==> config.mk <==
export PLATFORM = sky130hd
export DESIGN_NAME = mlpts_ctrl
export DESIGN_NICKNAME = d
export VERILOG_FILES = /design/src/hdl/mlpts_pkg.sv /design/src/hdl/mlpts_ctrl.sv
export SDC_FILE = /design/constraint.sdc
export NUM_CORES = 1
export LEC_CHECK = 0
export ABC_CLOCK_PERIOD_IN_PS = 1100
export BUFFER_PORTS_ARGS = -buffer_cell sky130_fd_sc_hd__buf_2
export CORE_MARGIN = 2
export CORE_UTILIZATION = 30
export DETAILED_ROUTE_END_ITERATION = 10
export PLACE_DENSITY_LB_ADDON = 0.05
export SETUP_SLACK_MARGIN = 0.05
export SLEW_MARGIN = 20
export SYNTH_ARGS = -nofsm -noshare
export SYNTH_HDL_FRONTEND = slang
export SYNTH_SLANG_ARGS = --single-unit
==> constraint.sdc <==
create_clock -name clk_i -period 1.1 [get_ports clk_i]
set_input_delay 0.22 -clock clk_i [delete_from_list [all_inputs] [get_ports clk_i]]
set_output_delay 0.22 -clock clk_i [all_outputs]
set_load 0.005 [all_outputs]
==> src/hdl/mlpts_pkg.sv <==
package mlpts_pkg;

  localparam int WW = 32;
  localparam int SIG_DEPTH = 256;
  localparam int SIG_AW = $clog2(SIG_DEPTH);
  localparam int CFG_AW = 2;
  localparam logic [CFG_AW-1:0] ADDR_LR = 2'd0;
  localparam logic [15:0] LR_RESET = 16'd6554;

  localparam logic signed [WW-1:0] W1_INIT0 = WW'(6554);
  localparam logic signed [WW-1:0] W1_INIT1 = -WW'(13107);
  localparam logic signed [WW-1:0] W1_INIT2 = WW'(19661);
  localparam logic signed [WW-1:0] W1_INIT3 = WW'(26214);
  localparam logic signed [WW-1:0] W2_INIT0 = WW'(32768);
  localparam logic signed [WW-1:0] W2_INIT1 = -WW'(39322);

  typedef enum logic [4:0] {
    OP_NONE, OP_H00, OP_H10, OP_H01, OP_H11, OP_O0, OP_O1, OP_LE, OP_EH0, OP_EH1,
    OP_UW0, OP_UW1, OP_LH0, OP_LH1, OP_U00, OP_U10, OP_U01, OP_U11
  } op_e;

  typedef enum logic [4:0] {
    ST_IDLE, ST_H00, ST_H10, ST_H01, ST_H11, ST_O0, ST_O1, ST_ZF, ST_SIG, ST_LE,
    ST_EH0, ST_EH1, ST_UW0, ST_UW1, ST_LH0, ST_LH1, ST_U00, ST_U10, ST_U01, ST_U11,
    ST_LAST, ST_DONE
  } state_e;

  typedef struct packed {
    logic load;
    op_e  op;
    logic sig;
    logic out_load;
  } cmd_t;

  typedef logic [12:0] rom_t [SIG_DEPTH];

  function automatic longint unsigned udiv(input longint unsigned num,
                                           input longint unsigned den);
    longint unsigned q;
    longint unsigned r;
    q = '0;
    r = '0;
    for (int i = 63; i >= 0; i--) begin
      r = {r[62:0], num[i]};
      if (r >= den) begin
        r = r - den;
        q[i] = 1'b1;
      end
    end
    return q;
  endfunction

  function automatic rom_t sig_build();
    rom_t r;
    longint zq;
    longint unsigned y;
    longint unsigned u;
    longint unsigned term;
    longint unsigned sum;
    longint unsigned d;
    longint unsigned s;
    for (int k = 0; k < SIG_DEPTH; k++) begin
      zq = ((longint'(k) << 20) >> SIG_AW) - (longint'(1) << 19);
      y = (zq < 0) ? longint'(-zq) : longint'(zq);
      u = y << 4;
      term = 64'd1 << 24;
      sum = 64'd1 << 24;
      for (int n = 1; n <= 12; n++) begin
        term = udiv(term * u, longint'(n) << 24);
        sum = sum + term;
      end
      for (int n = 0; n < 4; n++) begin
        sum = (sum * sum) >> 24;
      end
      d = (64'd1 << 24) + sum;
      s = udiv((64'd1 << 36) + (d >> 1), d);
      r[k] = (zq < 0) ? 13'(s) : 13'(64'd4096 - s);
    end
    return r;
  endfunction

  localparam rom_t SIG_ROM = sig_build();

  function automatic logic signed [WW-1:0] sat_p(input logic signed [2*WW-1:0] v);
    logic signed [2*WW-1:0] hi;
    logic signed [2*WW-1:0] lo;
    hi = (2*WW)'({1'b0, {(WW-1){1'b1}}});
    lo = -hi - 1;
    if (v > hi) return WW'(hi);
    if (v < lo) return WW'(lo);
    return v[WW-1:0];
  endfunction

  function automatic logic signed [WW-1:0] sat_s(input logic signed [WW+1:0] v);
    logic signed [WW+1:0] hi;
    logic signed [WW+1:0] lo;
    hi = (WW+2)'({1'b0, {(WW-1){1'b1}}});
    lo = -hi - 1;
    if (v > hi) return WW'(hi);
    if (v < lo) return WW'(lo);
    return v[WW-1:0];
  endfunction

endpackage

==> src/hdl/mlpts_ctrl.sv <==
module mlpts_ctrl (
  input  logic          clk_i,
  input  logic          rst_ni,
  input  logic          in_valid_i,
  output logic          in_ready_o,
  output logic          out_valid_o,
  input  logic          out_ready_i,
  output mlpts_pkg::cmd_t cmd_o
);
  import mlpts_pkg::*;

  state_e state_q, state_d;
  logic   out_valid_q, out_valid_d;

  always_ff @(posedge clk_i or negedge rst_ni) begin
    if (!rst_ni) begin
      state_q     <= ST_IDLE;
      out_valid_q <= 1'b0;
    end else begin
      state_q     <= state_d;
      out_valid_q <= out_valid_d;
    end
  end

  always_comb begin
    state_d      = state_q;
    cmd_o        = '0;
    cmd_o.op     = OP_NONE;
    in_ready_o   = 1'b0;
    unique case (state_q)
      ST_IDLE: begin
        in_ready_o = 1'b1;
        if (in_valid_i) begin
          cmd_o.load = 1'b1;
          state_d    = ST_H00;
        end
      end
      ST_H00: begin cmd_o.op = OP_H00; state_d = ST_H10; end
      ST_H10: begin cmd_o.op = OP_H10; state_d = ST_H01; end
      ST_H01: begin cmd_o.op = OP_H01; state_d = ST_H11; end
      ST_H11: begin cmd_o.op = OP_H11; state_d = ST_O0; end
      ST_O0:  begin cmd_o.op = OP_O0;  state_d = ST_O1; end
      ST_O1:  begin cmd_o.op = OP_O1;  state_d = ST_ZF; end
      ST_ZF:  state_d = ST_SIG;
      ST_SIG: begin cmd_o.sig = 1'b1; state_d = ST_LE; end
      ST_LE:  begin cmd_o.op = OP_LE;  state_d = ST_EH0; end
      ST_EH0: begin cmd_o.op = OP_EH0; state_d = ST_EH1; end
      ST_EH1: begin cmd_o.op = OP_EH1; state_d = ST_UW0; end
      ST_UW0: begin cmd_o.op = OP_UW0; state_d = ST_UW1; end
      ST_UW1: begin cmd_o.op = OP_UW1; state_d = ST_LH0; end
      ST_LH0: begin cmd_o.op = OP_LH0; state_d = ST_LH1; end
      ST_LH1: begin cmd_o.op = OP_LH1; state_d = ST_U00; end
      ST_U00: begin cmd_o.op = OP_U00; state_d = ST_U10; end
      ST_U10: begin cmd_o.op = OP_U10; state_d = ST_U01; end
      ST_U01: begin cmd_o.op = OP_U01; state_d = ST_U11; end
      ST_U11: begin cmd_o.op = OP_U11; state_d = ST_LAST; end
      ST_LAST: state_d = ST_DONE;
      ST_DONE: begin
        if (!out_valid_q || out_ready_i) begin
          cmd_o.out_load = 1'b1;
          state_d        = ST_IDLE;
        end
      end
      default: state_d = ST_IDLE;
    endcase
  end

  assign out_valid_d = (out_valid_q && !out_ready_i) || cmd_o.out_load;
  assign out_valid_o = out_valid_q;

endmodule

==> flow_metrics.tcl <==
set metrics [dict create \
    die_w_um 42.6 \
    nets 103 \
    grt_first_pass_wirelength_um 2560 \
    min_period_ns 1.60 \
    synth_area_um2 448 \
    max_cap_violations 0 \
    leakagePower_nw 0.450 \
    drt_iter0_drc 2 \
    htreeDepth 1 \
    power_density_nw_per_um2 3170 \
    gr-total-overflow 0 \
    violations "setup timing" \
    setup-tns-final_ns -4.67 \
    grt_start_max_net_pins 10 \
    start_kind "register" \
    viasPerCell 5.02 \
    clkTransAtPathRegs_ns 0.05 \
    status "finished, violations left" \
    setup_ws_ns -0.501 \
    antenna_cells 0 \
    routabilityCongestion 0.776 \
    synth_warnings 0 \
    grt_pass1_vias 582 \
    finClkSkew_ns 0.0130 \
    dp_hpwl_um 988 \
    cp.required_ns 0.88 \
    drive_gt1_share_pct 71.4 \
    fp.dieH_um 42.6 \
    syn_inst 57 \
    ys_seq_area_share_pct 33.5 \
    drt-total-wl_um 1440 \
    cp_slowest_stage_delay_ns 0.44 \
    hold_viol 0 \
    path_max_fanout 5 \
    antenna_found_initial 0 \
    num_vias 567 \
    track_usage_pct 19.3 \
    path_cells "nand2b_4 > or3_4 > nor2_4 > buf_2" \
    ant_nets 0 \
    io_buffers 13 \
    core-area_um2 1350 \
    ys_ff_latch 6 \
    relSlewSlack_pct 76.2 \
    final-setup-viol-count 13 \
    drv_slew 0 \
    clk_latency_ns 0.25 \
    cp.arrival_ns 1.38 \
    die_area_um2 1820 \
    firstDrtPassIters 3 \
    synth.distinct_cells 25 \
    area_delta_synth_final_pct 113 \
    mostFrequentLayoutCells "buf_2 (14), buf_4 (14), buf_6 (13)" \
    ioPinCount 14 \
    drc_errors 0 \
    worstSetupEndpointType "output port" \
    cts.path.max_buffers 2 \
    cts_buffers 3 \
    hold_path.class "in -> async" \
    fin_crit_sh_pct 146 \
    initial_utilization_pct 33.2 \
    clock-sinks 6 \
    wl_per_cell_um 12.8 \
    syn_nets 61 \
    cpMaxStageDelayCell "dfrtp_2" \
    fillers 114 \
    pre_cts_slack_ns -0.271 \
    cts_tree "yes" \
    max_clock_freq_mhz 624 \
    fin_util_pct 70.7 \
    rows 13 \
    rsz0062_at_grt "yes" \
    tightest_slew_ns 0.354 \
    avgSynthCellArea_um2 7.86 \
    worst_hold_slack_ns 0.314 \
    cts-root-buf "clkbuf_4" \
    crit_type "reg -> out" \
    peakVddDrop_mv 1.97 \
]
[synthesized netlist by cell type]
| master | count | area, um2 |
|---|---|---|
| xor2_1 | 1 | 8.76 |
| dfrtp_1 | 6 | 150 |
| a211oi_1 | 1 | 7.51 |
| a21oi_1 | 1 | 5.00 |
| nor3_1 | 3 | 15.0 |
| a31oi_1 | 1 | 6.26 |
| nor2b_1 | 2 | 12.5 |
| nand2b_1 | 3 | 18.8 |
| a21o_1 | 2 | 15.0 |
| a22oi_1 | 1 | 7.51 |
| nand3_1 | 2 | 10.0 |
| or3_1 | 2 | 12.5 |
| o21ba_2 | 1 | 10.0 |
| nor2_1 | 6 | 22.5 |
| o22ai_1 | 1 | 6.26 |
| nor3b_1 | 1 | 7.51 |
| and2_1 | 2 | 12.5 |
| buf_2 | 5 | 25.0 |
| and3_1 | 2 | 12.5 |
| o211ai_1 | 1 | 7.51 |
| o21a_1 | 2 | 15.0 |
| xnor2_1 | 1 | 8.76 |
| o32ai_1 | 2 | 17.5 |
| nand2_1 | 5 | 18.8 |
| o21ai_0 | 3 | 15.0 |
[layer usage]
metal	part of all wire [%]	track usage, %	vias to the layer above
li1	-	-	289
met1	39	22.8	260
met2	55	31.5	13
met3	2.8	2.59	5
met4	2.9	13.8	0
met5	0	0	-
[final cells by class]
| cell class | instances | area [um2] | share of cell area (%) |
|---|---|---|---|
| flip-flops and latches | 6 | 156 | 16.4 |
| clock buffers | 4 | 26.3 | 2.75 |
| well taps | 15 | 18.8 | 1.97 |
| multi-input cells | 46 | 422 | 44.2 |
| repair buffers | 42 | 332 | 34.7 |
[critical path: cells and delay by family (launching register included)]
kind,cells,cell delay (ns)
flops,1,0.44
buf+inv,1,0.11
simple gates,3,0.57
[registers in the layout (all words and copies together) (netlist names)]
signal	cells
out_valid_o	1
state_q	5
[worst paths after layout]
kind / endpoint / slack, ns / cells past startpoint / from
min in group clk_i: out_valid_o / 0.37 / 3 / out_ready_i
max reg2reg: state_q[0] / -0.38 / 6 / state_q[3]
min: state_q[3] / 0.31 / 2 / rst_ni
max in group asynchronous: state_q[2] / 0.62 / 2 / rst_ni
max: cmd_o[0] / -0.50 / 4 / state_q[3]
min reg2reg: out_valid_o / 0.60 / 2 / out_valid_o
[kinds of logic after synthesis]
logic type,after synthesis,share of synthesized area (%)
DFF,6,33.5
xor gates and xnor gates,2,3.91
buffers and inverters,5,5.59
and+or+nand+nor,28,31.8
AOI/OAI and AO/OA,16,25.1
[report_power, final]
part           internal (mW)  switching, mW
logic                   1.36          0.936
registers              0.338          0.173
clock network          0.138         0.0847
[per-stage QoR]
stage	power, mW	instance area, um2	std cells
after floorplan	1.37	502	57
after global routing	3.29	955	113
after detailed placement	2.04	692	100
after CTS	2.81	887	110
final	3.03	955	113
after global placement	2.05	692	100
[what timing repair did]
item / 4_1_cts / 5_1_grt
setup endpoints to repair: 14 / 15
hold endpoints to repair: 6 / 0
buffers inserted: 5 / 5
pin swaps: 7 / 8
gates resized for setup: 31 / 11
cloned: 0 / 1
hold buffers: 1 / 0
No activity file was read; power rests on OpenSTA's default activity.
